### src/rtl/cma_pkg.sv
package cma_pkg;

	// sample and field widths
	localparam int SMP_W = 16;
	localparam int HW_W  = 3;
	localparam int K_W   = 3;
	localparam int N_W   = 4;

	// largest half width the register can express
	localparam int K_LIM = (1 << K_W) - 1;

	// half width after reset
	localparam logic [HW_W-1:0] HW_RESET = 3'd2;

	// window sum holds up to fifteen samples
	localparam int SUM_W = SMP_W + N_W;

	// reciprocal scaling: ceil(2^RCP_SHIFT / n) is exact for |sum| * n below 2^RCP_SHIFT
	localparam int RCP_SHIFT = 24;
	localparam int RCP_W     = RCP_SHIFT + 1;
	localparam int unsigned RCP_ONE = 1 << RCP_SHIFT;

	// reciprocal table indexed by window length, entry zero unused
	localparam logic [RCP_W-1:0] RCP_TAB [1 << N_W] = '{
		RCP_W'(0),
		RCP_W'((RCP_ONE + 0) / 1),
		RCP_W'((RCP_ONE + 1) / 2),
		RCP_W'((RCP_ONE + 2) / 3),
		RCP_W'((RCP_ONE + 3) / 4),
		RCP_W'((RCP_ONE + 4) / 5),
		RCP_W'((RCP_ONE + 5) / 6),
		RCP_W'((RCP_ONE + 6) / 7),
		RCP_W'((RCP_ONE + 7) / 8),
		RCP_W'((RCP_ONE + 8) / 9),
		RCP_W'((RCP_ONE + 9) / 10),
		RCP_W'((RCP_ONE + 10) / 11),
		RCP_W'((RCP_ONE + 11) / 12),
		RCP_W'((RCP_ONE + 12) / 13),
		RCP_W'((RCP_ONE + 13) / 14),
		RCP_W'((RCP_ONE + 14) / 15)
	};

	// work handed from the front to the back end
	typedef struct packed {
		logic [N_W-1:0] cnt;    // samples of the stream in the window store
		logic [K_W-1:0] khalf;  // effective half width
		logic [K_W-1:0] lag;    // distance of the first output behind the newest sample
		logic           flush;  // emit every pending output down to distance zero
	} cma_job_t;

endpackage

### src/rtl/cma_if.sv
interface cma_in_if import cma_pkg::*; ();
	logic                    valid;
	logic                    ready;
	logic signed [SMP_W-1:0] sample;
	logic                    last;

	modport source (output valid, output sample, output last, input ready);
	modport sink (input valid, input sample, input last, output ready);
endinterface

interface cma_out_if import cma_pkg::*; ();
	logic                    valid;
	logic                    ready;
	logic signed [SMP_W-1:0] average;
	logic                    last_res;

	modport source (output valid, output average, output last_res, input ready);
	modport sink (input valid, input average, input last_res, output ready);
endinterface

### src/rtl/cma_front.sv
module cma_front import cma_pkg::*; #(
	parameter int KMAX = 4,
	parameter int WIN  = 9
) (
	input  logic                 clk,
	input  logic                 arst_n,
	input  logic                 cfg_we,
	input  logic [HW_W-1:0]      cfg_wdata,
	cma_in_if.sink               samples,
	input  logic                 q_full,
	output logic                 push,
	output cma_job_t             job,
	output logic [WIN*SMP_W-1:0] win_n
);

	logic [HW_W-1:0]  hw_q;
	logic [SMP_W-1:0] win_q [WIN];
	logic [N_W-1:0]   cnt_q;
	logic [N_W-1:0]   cnt_n;
	logic [K_W-1:0]   gap_q;
	logic [K_W-1:0]   k_eff;
	logic             accept;

	// handshake: an item is taken whenever the queue has room
	assign samples.ready = !q_full;
	assign accept        = samples.valid && samples.ready;

	// half width saturates at the largest one the window store supports
	assign k_eff = (hw_q > HW_W'(KMAX)) ? K_W'(KMAX) : K_W'(hw_q);

	// received count saturates at the window depth
	assign cnt_n = (cnt_q < N_W'(WIN)) ? cnt_q + 1'b1 : cnt_q;

	// window after shifting in the new item, entry zero newest
	always_comb begin
		win_n[SMP_W-1:0] = samples.sample;
		for (int a = 1; a < WIN; a++) begin
			win_n[a*SMP_W +: SMP_W] = win_q[a-1];
		end
	end

	// classify: last flushes everything pending, otherwise emit once the gap is full
	assign push       = accept && (samples.last || gap_q >= k_eff);
	assign job.cnt    = cnt_n;
	assign job.khalf  = k_eff;
	assign job.lag    = samples.last ? gap_q : k_eff;
	assign job.flush  = samples.last;

	// configuration and stream counters
	always_ff @(posedge clk or negedge arst_n) begin
		if (!arst_n) begin
			hw_q  <= HW_RESET;
			cnt_q <= '0;
			gap_q <= '0;
		end else if (cfg_we) begin
			hw_q  <= cfg_wdata;
			cnt_q <= '0;
			gap_q <= '0;
		end else if (accept) begin
			if (samples.last) begin
				cnt_q <= '0;
				gap_q <= '0;
			end else begin
				cnt_q <= cnt_n;
				if (gap_q < k_eff) begin
					gap_q <= gap_q + 1'b1;
				end
			end
		end
	end

	// window store shift line
	always_ff @(posedge clk) begin
		if (accept) begin
			for (int a = 0; a < WIN; a++) begin
				win_q[a] <= win_n[a*SMP_W +: SMP_W];
			end
		end
	end

endmodule

### src/rtl/cma_queue.sv
module cma_queue import cma_pkg::*; #(
	parameter int DATA_W = 8,
	parameter int DEPTH  = 2
) (
	input  logic              clk,
	input  logic              arst_n,
	input  logic              push,
	input  logic [DATA_W-1:0] push_data,
	output logic              full,
	input  logic              pop,
	output logic              valid,
	output logic [DATA_W-1:0] pop_data
);

	localparam int PTR_W = (DEPTH > 1) ? $clog2(DEPTH) : 1;
	localparam int CNT_W = $clog2(DEPTH + 1);

	logic [DATA_W-1:0] mem_q [DEPTH];
	logic [PTR_W-1:0]  wr_ptr_q;
	logic [PTR_W-1:0]  rd_ptr_q;
	logic [CNT_W-1:0]  count_q;
	logic              do_push;
	logic              do_pop;

	assign full     = (count_q == CNT_W'(DEPTH));
	assign valid    = (count_q != '0);
	assign pop_data = mem_q[rd_ptr_q];
	assign do_push  = push && !full;
	assign do_pop   = pop && valid;

	// pointers and fill level
	always_ff @(posedge clk or negedge arst_n) begin
		if (!arst_n) begin
			wr_ptr_q <= '0;
			rd_ptr_q <= '0;
			count_q  <= '0;
		end else begin
			if (do_push) begin
				wr_ptr_q <= (wr_ptr_q == PTR_W'(DEPTH - 1)) ? '0 : wr_ptr_q + 1'b1;
			end
			if (do_pop) begin
				rd_ptr_q <= (rd_ptr_q == PTR_W'(DEPTH - 1)) ? '0 : rd_ptr_q + 1'b1;
			end
			case ({do_push, do_pop})
				2'b10:   count_q <= count_q + 1'b1;
				2'b01:   count_q <= count_q - 1'b1;
				default: count_q <= count_q;
			endcase
		end
	end

	// entry storage
	always_ff @(posedge clk) begin
		if (do_push) begin
			mem_q[wr_ptr_q] <= push_data;
		end
	end

endmodule

### src/rtl/cma_back.sv
module cma_back import cma_pkg::*; #(
	parameter int WIN = 9
) (
	input  logic                 clk,
	input  logic                 arst_n,
	input  logic                 job_valid,
	input  cma_job_t             job,
	input  logic [WIN*SMP_W-1:0] win,
	output logic                 pop,
	cma_out_if.source            averages
);

	localparam int GRP    = 6;
	localparam int NG     = (WIN + GRP - 1) / GRP;
	localparam int PROD_W = SUM_W + RCP_W;
	localparam int Q_W    = SMP_W + 1;

	// sequencer
	logic           started_q;
	logic [K_W-1:0] d_q;
	logic [K_W-1:0] d_cur;
	logic [N_W-1:0] reach;
	logic [N_W-1:0] n_cur;
	logic           fin_cur;
	logic           last_op;
	logic           adv;
	logic           issue;

	// masked window elements, padded to whole groups
	logic signed [SMP_W-1:0] elem [NG*GRP];
	logic signed [SUM_W-1:0] grp_n [NG];
	logic signed [SUM_W-1:0] sum_n;
	logic [SUM_W-1:0]        mag_n;
	logic [Q_W-1:0]          qmag;
	logic [Q_W-1:0]          qval;

	// pipeline registers
	logic                    v_s1, v_s2, v_s3, v_s4, out_valid_q;
	logic signed [SUM_W-1:0] grp_s1 [NG];
	logic [N_W-1:0]          n_s1, n_s2;
	logic                    fin_s1, fin_s2, fin_s3, fin_s4;
	logic signed [SUM_W-1:0] sum_s2;
	logic [SUM_W-1:0]        mag_s3;
	logic [RCP_W-1:0]        rcp_s3;
	logic                    neg_s3, neg_s4;
	logic [PROD_W-1:0]       prod_s4;
	logic [SMP_W-1:0]        avg_q;
	logic                    last_q;

	// the whole pipeline moves when the output register is free or being taken
	assign adv   = !out_valid_q || averages.ready;
	assign issue = adv && job_valid;

	// current output distance and its window length
	assign d_cur   = started_q ? d_q : job.lag;
	assign reach   = N_W'(d_cur) + N_W'(job.khalf) + 1'b1;
	assign n_cur   = (job.cnt < reach) ? job.cnt : reach;
	assign fin_cur = job.flush && (d_cur == '0);
	assign last_op = !job.flush || (d_cur == '0);
	assign pop     = issue && last_op;

	always_ff @(posedge clk or negedge arst_n) begin
		if (!arst_n) begin
			started_q <= 1'b0;
			d_q       <= '0;
		end else if (issue) begin
			if (last_op) begin
				started_q <= 1'b0;
			end else begin
				started_q <= 1'b1;
				d_q       <= d_cur - 1'b1;
			end
		end
	end

	// keep only the newest n samples
	for (genvar a = 0; a < NG*GRP; a++) begin : g_elem
		if (a < WIN) begin : g_in
			assign elem[a] = (N_W'(a) < n_cur) ? signed'(win[a*SMP_W +: SMP_W]) : '0;
		end else begin : g_pad
			assign elem[a] = '0;
		end
	end

	// first level of the adder tree
	always_comb begin
		for (int g = 0; g < NG; g++) begin
			grp_n[g] = '0;
			for (int j = 0; j < GRP; j++) begin
				grp_n[g] = grp_n[g] + SUM_W'(elem[g*GRP + j]);
			end
		end
	end

	// second level of the adder tree
	always_comb begin
		sum_n = '0;
		for (int g = 0; g < NG; g++) begin
			sum_n = sum_n + grp_s1[g];
		end
	end

	// magnitude for division toward zero
	assign mag_n = sum_s2[SUM_W-1] ? SUM_W'(-sum_s2) : SUM_W'(sum_s2);

	// quotient from the scaled product, sign restored
	assign qmag = prod_s4[RCP_SHIFT +: Q_W];
	assign qval = neg_s4 ? Q_W'(0) - qmag : qmag;

	// valid bits
	always_ff @(posedge clk or negedge arst_n) begin
		if (!arst_n) begin
			v_s1        <= 1'b0;
			v_s2        <= 1'b0;
			v_s3        <= 1'b0;
			v_s4        <= 1'b0;
			out_valid_q <= 1'b0;
		end else if (adv) begin
			v_s1        <= issue;
			v_s2        <= v_s1;
			v_s3        <= v_s2;
			v_s4        <= v_s3;
			out_valid_q <= v_s4;
		end
	end

	// datapath stages
	always_ff @(posedge clk) begin
		if (adv) begin
			grp_s1  <= grp_n;
			n_s1    <= n_cur;
			fin_s1  <= fin_cur;
			sum_s2  <= sum_n;
			n_s2    <= n_s1;
			fin_s2  <= fin_s1;
			mag_s3  <= mag_n;
			neg_s3  <= sum_s2[SUM_W-1];
			rcp_s3  <= RCP_TAB[n_s2];
			fin_s3  <= fin_s2;
			prod_s4 <= mag_s3 * rcp_s3;
			neg_s4  <= neg_s3;
			fin_s4  <= fin_s3;
			avg_q   <= qval[SMP_W-1:0];
			last_q  <= fin_s4;
		end
	end

	assign averages.valid    = out_valid_q;
	assign averages.average  = signed'(avg_q);
	assign averages.last_res = last_q;

endmodule

### src/rtl/centered_moving_average.sv
// a job passes the queue, back end stages s1 to s4 and the output register to averages
// throughput: one item per cycle while the queue has room; a last item yields up to K+1
//   results, one window mean per cycle from the back end while averages is ready
// a two-entry job queue lets the input run ahead of the back end until it fills
// reset: arst_n clears all control state and sets the half width to 2; the window
//   store is not cleared, only samples of the current stream are ever summed
module centered_moving_average import cma_pkg::*; #(
	parameter int MAX_HALF = 4
) (
	input  logic            clk,
	input  logic            arst_n,
	input  logic            cfg_we,
	input  logic [HW_W-1:0] cfg_wdata,
	cma_in_if.sink          samples,
	cma_out_if.source       averages
);

	localparam int KMAX    = (MAX_HALF < K_LIM) ? MAX_HALF : K_LIM;
	localparam int WIN     = 2 * KMAX + 1;
	localparam int WIN_W   = WIN * SMP_W;
	localparam int JOB_W   = $bits(cma_job_t);
	localparam int Q_DEPTH = 2;

	logic               push;
	logic               q_full;
	logic               q_valid;
	logic               pop;
	cma_job_t           job_in;
	cma_job_t           job_hd;
	logic [WIN_W-1:0]   win_in;
	logic [WIN_W-1:0]   win_hd;
	logic [JOB_W+WIN_W-1:0] q_head;

	// front: window store, counters, job classification
	cma_front #(
		.KMAX (KMAX),
		.WIN  (WIN)
	) u_front (
		.clk       (clk),
		.arst_n    (arst_n),
		.cfg_we    (cfg_we),
		.cfg_wdata (cfg_wdata),
		.samples   (samples),
		.q_full    (q_full),
		.push      (push),
		.job       (job_in),
		.win_n     (win_in)
	);

	// job queue between front and back
	cma_queue #(
		.DATA_W (JOB_W + WIN_W),
		.DEPTH  (Q_DEPTH)
	) u_queue (
		.clk       (clk),
		.arst_n    (arst_n),
		.push      (push),
		.push_data ({job_in, win_in}),
		.full      (q_full),
		.pop       (pop),
		.valid     (q_valid),
		.pop_data  (q_head)
	);

	assign job_hd = q_head[JOB_W+WIN_W-1:WIN_W];
	assign win_hd = q_head[WIN_W-1:0];

	// back: window sums and division
	cma_back #(
		.WIN (WIN)
	) u_back (
		.clk       (clk),
		.arst_n    (arst_n),
		.job_valid (q_valid),
		.job       (job_hd),
		.win       (win_hd),
		.pop       (pop),
		.averages  (averages)
	);

endmodule

### src/flat_wrapper.sv
// flat-port wrapper written by rule: the top's interface ports become plain ports
module centered_moving_average_flat import cma_pkg::*;
#(
	parameter int MAX_HALF = 4
)
  (clk, arst_n, cfg_we, cfg_wdata, samples_valid, samples_sample, samples_last, samples_ready, averages_valid, averages_average, averages_last_res, averages_ready);
  cma_in_if samples_i ();
  cma_out_if averages_i ();
  input  logic clk;
  input  logic arst_n;
  input  logic cfg_we;
  input  logic [HW_W-1:0] cfg_wdata;
  input wire logic [$bits(samples_i.valid)-1:0] samples_valid;
  input wire logic [$bits(samples_i.sample)-1:0] samples_sample;
  input wire logic [$bits(samples_i.last)-1:0] samples_last;
  output wire logic [$bits(samples_i.ready)-1:0] samples_ready;
  output wire logic [$bits(averages_i.valid)-1:0] averages_valid;
  output wire logic [$bits(averages_i.average)-1:0] averages_average;
  output wire logic [$bits(averages_i.last_res)-1:0] averages_last_res;
  input wire logic [$bits(averages_i.ready)-1:0] averages_ready;
  assign samples_i.valid = samples_valid;
  assign samples_i.sample = samples_sample;
  assign samples_i.last = samples_last;
  assign samples_ready = samples_i.ready;
  assign averages_valid = averages_i.valid;
  assign averages_average = averages_i.average;
  assign averages_last_res = averages_i.last_res;
  assign averages_i.ready = averages_ready;
  centered_moving_average #(.MAX_HALF(MAX_HALF)) u_core (.clk(clk), .arst_n(arst_n), .cfg_we(cfg_we), .cfg_wdata(cfg_wdata), .samples(samples_i), .averages(averages_i));
endmodule
### config.mk
export PLATFORM = sky130hd
export DESIGN_NAME = centered_moving_average_flat
export DESIGN_NICKNAME = d
export VERILOG_FILES = /design/src/rtl/cma_pkg.sv /design/src/rtl/cma_if.sv /design/src/rtl/cma_front.sv /design/src/rtl/cma_queue.sv /design/src/rtl/cma_back.sv /design/src/rtl/centered_moving_average.sv /design/src/flat_wrapper.sv
export SDC_FILE = /design/constraint.sdc
export NUM_CORES = 2
export LEC_CHECK = 0
export BUFFER_PORTS_ARGS = -buffer_cell sky130_fd_sc_hd__clkbuf_2
export CELL_PAD_IN_SITES_DETAIL_PLACEMENT = 0
export CELL_PAD_IN_SITES_GLOBAL_PLACEMENT = 1
export CORE_MARGIN = 5
export CORE_UTILIZATION = 49
export DETAILED_ROUTE_END_ITERATION = 16
export MAX_ROUTING_LAYER = met4
export PLACE_DENSITY_LB_ADDON = 0.1
export SYNTH_ARGS = -nofsm -noshare
export SYNTH_HDL_FRONTEND = slang
export SYNTH_SLANG_ARGS = --single-unit
export TNS_END_PERCENT = 50
### constraint.sdc
create_clock -name clk -period 8.7 [get_ports clk]
set_input_delay 1.74 -clock clk [delete_from_list [all_inputs] [get_ports clk]]
set_output_delay 1.74 -clock clk [all_outputs]
set_load 0.005 [all_outputs]
Word level (Yosys, flattened, before mapping)
Memory sizes are Yosys's and may differ from the RTL's. A register that Yosys moved wholly into a read port is not among the register bits.
Cells that the tools add are included.
{ "totals": {"reg_bits": 174, "mem_bits_rw": 454, "mem_bits_ro": 400, "input_bits": 25, "output_inout_bits": 19, "elab_cells": 122, "n_memories": 3} }
{ "memory_table": {"columns": ["name", "depth", "width", "read_ports", "rd_clocked_by_memory_dff", "wr", "line_no", "rtl"], "rows": [
  ["(name not given)", 16, 25, 1, 1, 0, "cma_back.sv:138", "rcp_s3 <= RCP_TAB[n_s2];"],
  ["u_core.u_queue.mem_q", 2, 155, 1, 0, 1, "cma_queue.sv:18", "logic [DATA_W-1:0] mem_q [DEPTH];"],
  ["u_core.u_front.win_q", 9, 16, 8, 0, 9, "cma_front.sv:17", "logic [SMP_W-1:0] win_q [WIN];"]
]} }
{ "classes": {"add_sub_neg": 19, "n_mul": 1, "magnitude_cmp": 14, "n_eq_ne": 3, "mux": 31, "n_bitwise": 2, "reduce_logical": 20} }
{ "ops": {"columns": ["operator", "count"], "rows": [
  ["two-way mux 16 bit", 10],
  ["multiplier 20 x 25 -> 40 bit", 1],
  ["adder 17 x 16 -> 18 bit", 2],
  ["adder 16 x 16 -> 17 bit", 2],
  ["two-way mux 3 bit", 7],
  ["adder 19 x 16 -> 20 bit", 1],
  ["adder 20 x 16 -> 20 bit", 1],
  ["adder 20 bit", 1],
  ["two-way mux 4 bit", 5],
  ["negator 20 bit", 1],
  ["adder 18 x 16 -> 19 bit", 1],
  ["two-way mux 19 bit", 1],
  ["< comparator 3 x 4 -> 1 bit, first input constant", 4],
  ["subtractor 1 x 16 -> 16 bit, first input constant", 1],
  ["adder 4 x 1 -> 4 bit, second input constant", 2],
  ["< comparator 1 x 4 -> 1 bit, first input constant", 2],
  ["< comparator 2 x 4 -> 1 bit, first input constant", 2],
  ["logical AND 1 bit", 7],
  ["two-way mux 1 bit", 7],
  ["nonzero test 2 bit", 3],
  ["inverter 4 -> 5 bit", 1],
  ["adder 3 x 3 -> 4 bit", 1],
  ["equality test 2 bit, second input constant", 2],
  ["< comparator 4 bit", 1],
  ["18 further kinds", 24]
]} }

Depth between registers and ports, before layout
An unclocked memory read counts as a cell.
{ "logic_depth": {"depth_word": 13, "depth_mapped": 36, "mapped_depth_nobuf": 33} }

By module
Synthesis repeated with hierarchy kept, for this count alone.
{ "hier_totals": {"cells_unflattened": 3373, "area_unflattened_um2": 41971.5} }
{ "by_module_without_submodules": {"columns": ["mod", "n_inst", "cells_each", "area_per_inst_um2"], "rows": [
  ["cma_back", 1, 2650, 25864.8],
  ["cma_queue", 1, 500, 11438.5],
  ["cma_front", 1, 223, 4668.2]
]} }

Worst setup path before layout
OpenSTA, ideal clock, no wires.
{ "synth_path": {"kind": "input port to flip-flop", "from": "input samples_valid", "to": "memory u_core.u_queue.mem_q[0][0] (netlist bit) (enable)", "arrival_time_ps": 8634, "slack_ps": -605, "path_stages": 4, "n_path_buf": 0, "cell_sequence": "nand2_1 > a21oi_1 > inv_1 > nor2_1"} }
{ "synth_via": {"elab_chain_cells": 5} }
{ "synth_lines": {"columns": ["element", "line_no", "rtl"], "rows": [
  ["start, declared", "flat_wrapper.sv:13", "input wire logic [$bits(samples_i.valid)-1:0] samples_valid;"],
  ["logical AND 1 bit", "cma_front.sv:26", "assign accept = samples.valid && samples.ready;"],
  ["logical AND 1 bit", "cma_front.sv:43", "assign push = accept && (samples.last || gap_q >= k_eff);"],
  ["logical AND 1 bit", "cma_queue.sv:28", "assign do_push = push && !full;"],
  ["two-way mux 1 bit", "cma_queue.sv:54", "if (do_push) begin"],
  ["two-way mux 1 bit (not written as such)", "cma_queue.sv:55", "mem_q[wr_ptr_q] <= push_data;"],
  ["end, declared", "cma_queue.sv:18", null]
]} }
Every way passes these cells.

==> flow_summary_export.csv <==
group,metric,value,unit
run_status,status,"complete, no violations",
worst_setup_path,cpLargestDelayFamily,"adder cells",
timing,maxSlewHeadroom,0.286,
worst_setup_path,r2r_setup_slack,480,ps
worst_setup_path,cp.arrival,8580,ps
logic_synthesis,mappedNetlistArea,40900,µm²
timing,fin_crit,8220,ps
logic_synthesis,ys_seq_area_frac,0.444,
timing,skew,60.5,ps
drt,ant_nets,0,
logic_synthesis,synth_top_area_frac,0.430,
logic_synthesis,syn-num-nets,4021,
final_layout,n_fill_cell,7038,
worst_setup_path,end_kind,"flip-flop",
drt,drt_iter0_drc,1280,
clocking,cts_sinks,608,
drt,drc_errors,0,
placed_design,port_buffers,43,
clocking,htreeDepth,3,
worst_setup_path,startpoint_type,"flip-flop",
clocking,tritoncts,"built",
worst_setup_path,slowest_stage,"dfrtp_4",
floorplanning,rows,106,
final_layout,fin_cells,4506,
drt,dr.pass1.iters,5,
worst_hold_path,hold_class,"flip-flop to flip-flop",
run,cap_viol_max_count,0,
floorplanning,core_area,83200,µm²
logic_synthesis,synthCells,3312,
worst_hold_path,whs_path_depth,0,
final_layout,nets,4081,
worst_setup_path,crit_buf_inv,1,
drt,viasPerCell,5.16,
clocking,clockRootBuffer,"clkbuf_16",
timing,fin_tns_setup,0,ps
worst_setup_path,cpPeakStageDelay,560,ps
global_route,overflow,0,
worst_setup_path,rr_worst_depth,30,
final_layout,syn_to_final_growth,9.57,%
worst_setup_path,r2r-start,"u_core.u_queue.rd_ptr_q",
timing,tightest_slew,1070,ps
floorplanning,die_height,299,µm
timing,hold_violations,0,
worst_setup_path,crit_required,9060,ps
clocking,clkSlewWorstSetupHoldPaths,60,ps
global_route,grt_max_degree,156,
drt,wl_per_cell,20.4,µm
logic_synthesis,ys_warn_count,0,
logic_synthesis,synth_edf_count,585,
final_layout,drive_above_1_share,0.0908,
worst_hold_path,hp-start,"u_core.u_back.fin_s3",
global_route,grt_pass1_vias,25928,
drt,vias,23246,
logic_synthesis,synth.distinct_cells,61,
logic_synthesis,async_flop_share,0.0378,
logic_synthesis,yosysTopAreaCell,"edfxtp_1",
timing,post-route-period-util,0.945,
logic_synthesis,synth_ff_type,"edfxtp_1",
placed_design,hpwl,68700,µm
timing,slew_violations,0,
clocking,hold_buffers,0,
global_route,antenna_found_initial,0,
worst_setup_path,path_max_fanout,10,
worst_setup_path,r2r_end,"u_core.u_back.grp_s1[36]",
logic_synthesis,syn_avg_cell_area,12.3,µm²
worst_setup_path,crit_path_frequent_cell,"fa_1",
logic_synthesis,yosysMostFrequentCell,"inv_1",
global_route,grt_pass1_wl,146000,µm
logic_synthesis,ys_top_cells_by_area,"edfxtp_1, fa_1, ha_1",
logic_synthesis,synth-seq-cells,608,
worst_setup_path,crit_type,"flip-flop to flip-flop",
drt,totalWireLength,91700,µm
worst_hold_path,min_to,"u_core.u_back.fin_s4",
timing,rsz0062_at_grt,"no",
floorplanning,die_w,299,µm
floorplanning,die_area,89300,µm²
clocking,cts_buffer_depth,3,
floorplanning,num_io_pins,44,
timing,setup_viol,0,
floorplanning,start_util,0.492,
timing,fmax,0.122,GHz
clocking,cts_buffers,67,
logic_synthesis,synthTopCellsByCount,"inv_1, edfxtp_1, fa_1",
clocking,clk_latency,620,ps
global_route,grtUsageTotal,0.217,
placed_design,dp_cells,4383,
placed_design,routabilityCongestion,0.966,
[repair_timing]
action                     in CTS  in global routing
buffers inserted                0                  0
setup endpoints to repair       0                  2
gates resized for setup         0                  4
[cell families after synthesis]
kind of cell,count (synthesis),synth area share
AND/OR/NAND/NOR,820,0.0924
buffers and inverters,710,0.0652
adder cells (fa/ha/maj),684,0.299
flip-flops,608,0.444
AO/OA/AOI/OAI,225,0.0359
multiplexers,160,0.0415
XOR/XNOR,105,0.0225
[placed cells by master (no fill, tap or decap), types with 8 or more instances in the layout]
cell type  instances
nor2_1           129
nand2b_1          17
mux2_2            76
mux2i_1           84
o21bai_1          16
nor3_1            16
ha_1             198
dfrtp_1           21
o21ai_0           54
a21oi_1           58
clkbuf_1          15
xor2_1            24
o31ai_1           10
fa_1             486
xnor2_1           81
and3_1             8
nand2_1          396
clkbuf_16         67
nand3_1           22
nor2b_1           14
a21o_1            19
o21a_1             8
or3_1             12
clkbuf_2          43
clkinv_2          11
buf_4             66
edfxtp_1         585
inv_1            589
and2_1           179
[worst reg2reg max path: cells and delay by family (launching register included)]
kind	cells	cell delay [ps]
adders and majority gates	8	3060
AOI/OAI and AO/OA	15	3040
buffers and inverters	1	40
and+or+nand+nor	4	1020
DFF	1	560
xor gates and xnor gates	1	90
muxes	1	170
[cell type report]
| cell class | count | area (µm²) | area share |
|---|---|---|---|
| clock buffer | 87 | 1800 | 0.0402 |
| tap | 1080 | 1350 | 0.0302 |
| antenna | 2 | 5.00 | 0.000112 |
| clock inverter | 34 | 432 | 0.00964 |
| multi-input combinational | 1994 | 20100 | 0.449 |
| timing repair buffer | 110 | 731 | 0.0163 |
| sequential | 608 | 18100 | 0.405 |
| inverter | 591 | 2230 | 0.0498 |
[how the worst max path moves through the flow]
stage	slack, ps	depth (start not counted)	from	to
2_1_floorplan	220	33	u_core.u_queue.rd_ptr_q	u_core.u_back.grp_s1[36]
3_3_place_gp	580	25	u_core.u_back.rcp_s3[10]	u_core.u_back.prod_s4[38]
4_1_cts	340	32	u_core.u_queue.rd_ptr_q	u_core.u_back.grp_s1[39]
3_5_place_dp	420	32	u_core.u_queue.rd_ptr_q	u_core.u_back.grp_s1[39]
5_1_grt	30	31	u_core.u_queue.rd_ptr_q	u_core.u_back.grp_s1[36]
6_report	480	30	u_core.u_queue.rd_ptr_q	u_core.u_back.grp_s1[36]
[through the flow]
| step | worst slack, ps | hold WS (ps) | utilization | instance area (µm²) |
|---|---|---|---|---|
| after detailed placement | 420 | 406 | 0.511 | 42500 |
| after global routing | 29.1 | 430 | 0.539 | 44800 |
| after global placement | 575 | 402 | 0.511 | 42500 |
| after CTS | 341 | 420 | 0.538 | 44800 |
| final | 475 | 419 | 0.539 | 44800 |
| after floorplan | 223 | 400 | - | 40900 |
[flip-flops by register name, summed over array words and instances, names as in the netlist, 2 cells and up]
signal,flops
u_core.u_queue.mem_q,310
u_core.u_front.win_q,128
u_core.u_back.grp_s1,38
u_core.u_back.rcp_s3,22
u_core.u_back.mag_s3,20
u_core.u_back.sum_s2,20
u_core.u_back.averages.average,16
u_core.u_back.prod_s4,16
u_core.u_back.n_s1,4
u_core.u_back.n_s2,4
u_core.u_front.cnt_q,4
u_core.u_back.d_q,3
u_core.u_front.gap_q,3
u_core.u_front.hw_q,3
u_core.u_queue.count_q,2
[metal layers]
| layer | global-route usage | part of all wire |
|---|---|---|
| met2 | 0.384 | 0.52 |
| met1 | 0.264 | 0.41 |
| met5 | - | 0 |
| met3 | 0.0270 | 0.036 |
| met4 | 0.0659 | 0.033 |
Power is not shown: default switching activity piles up to over one toggle a cycle in this logic, so the estimate is an artifact.
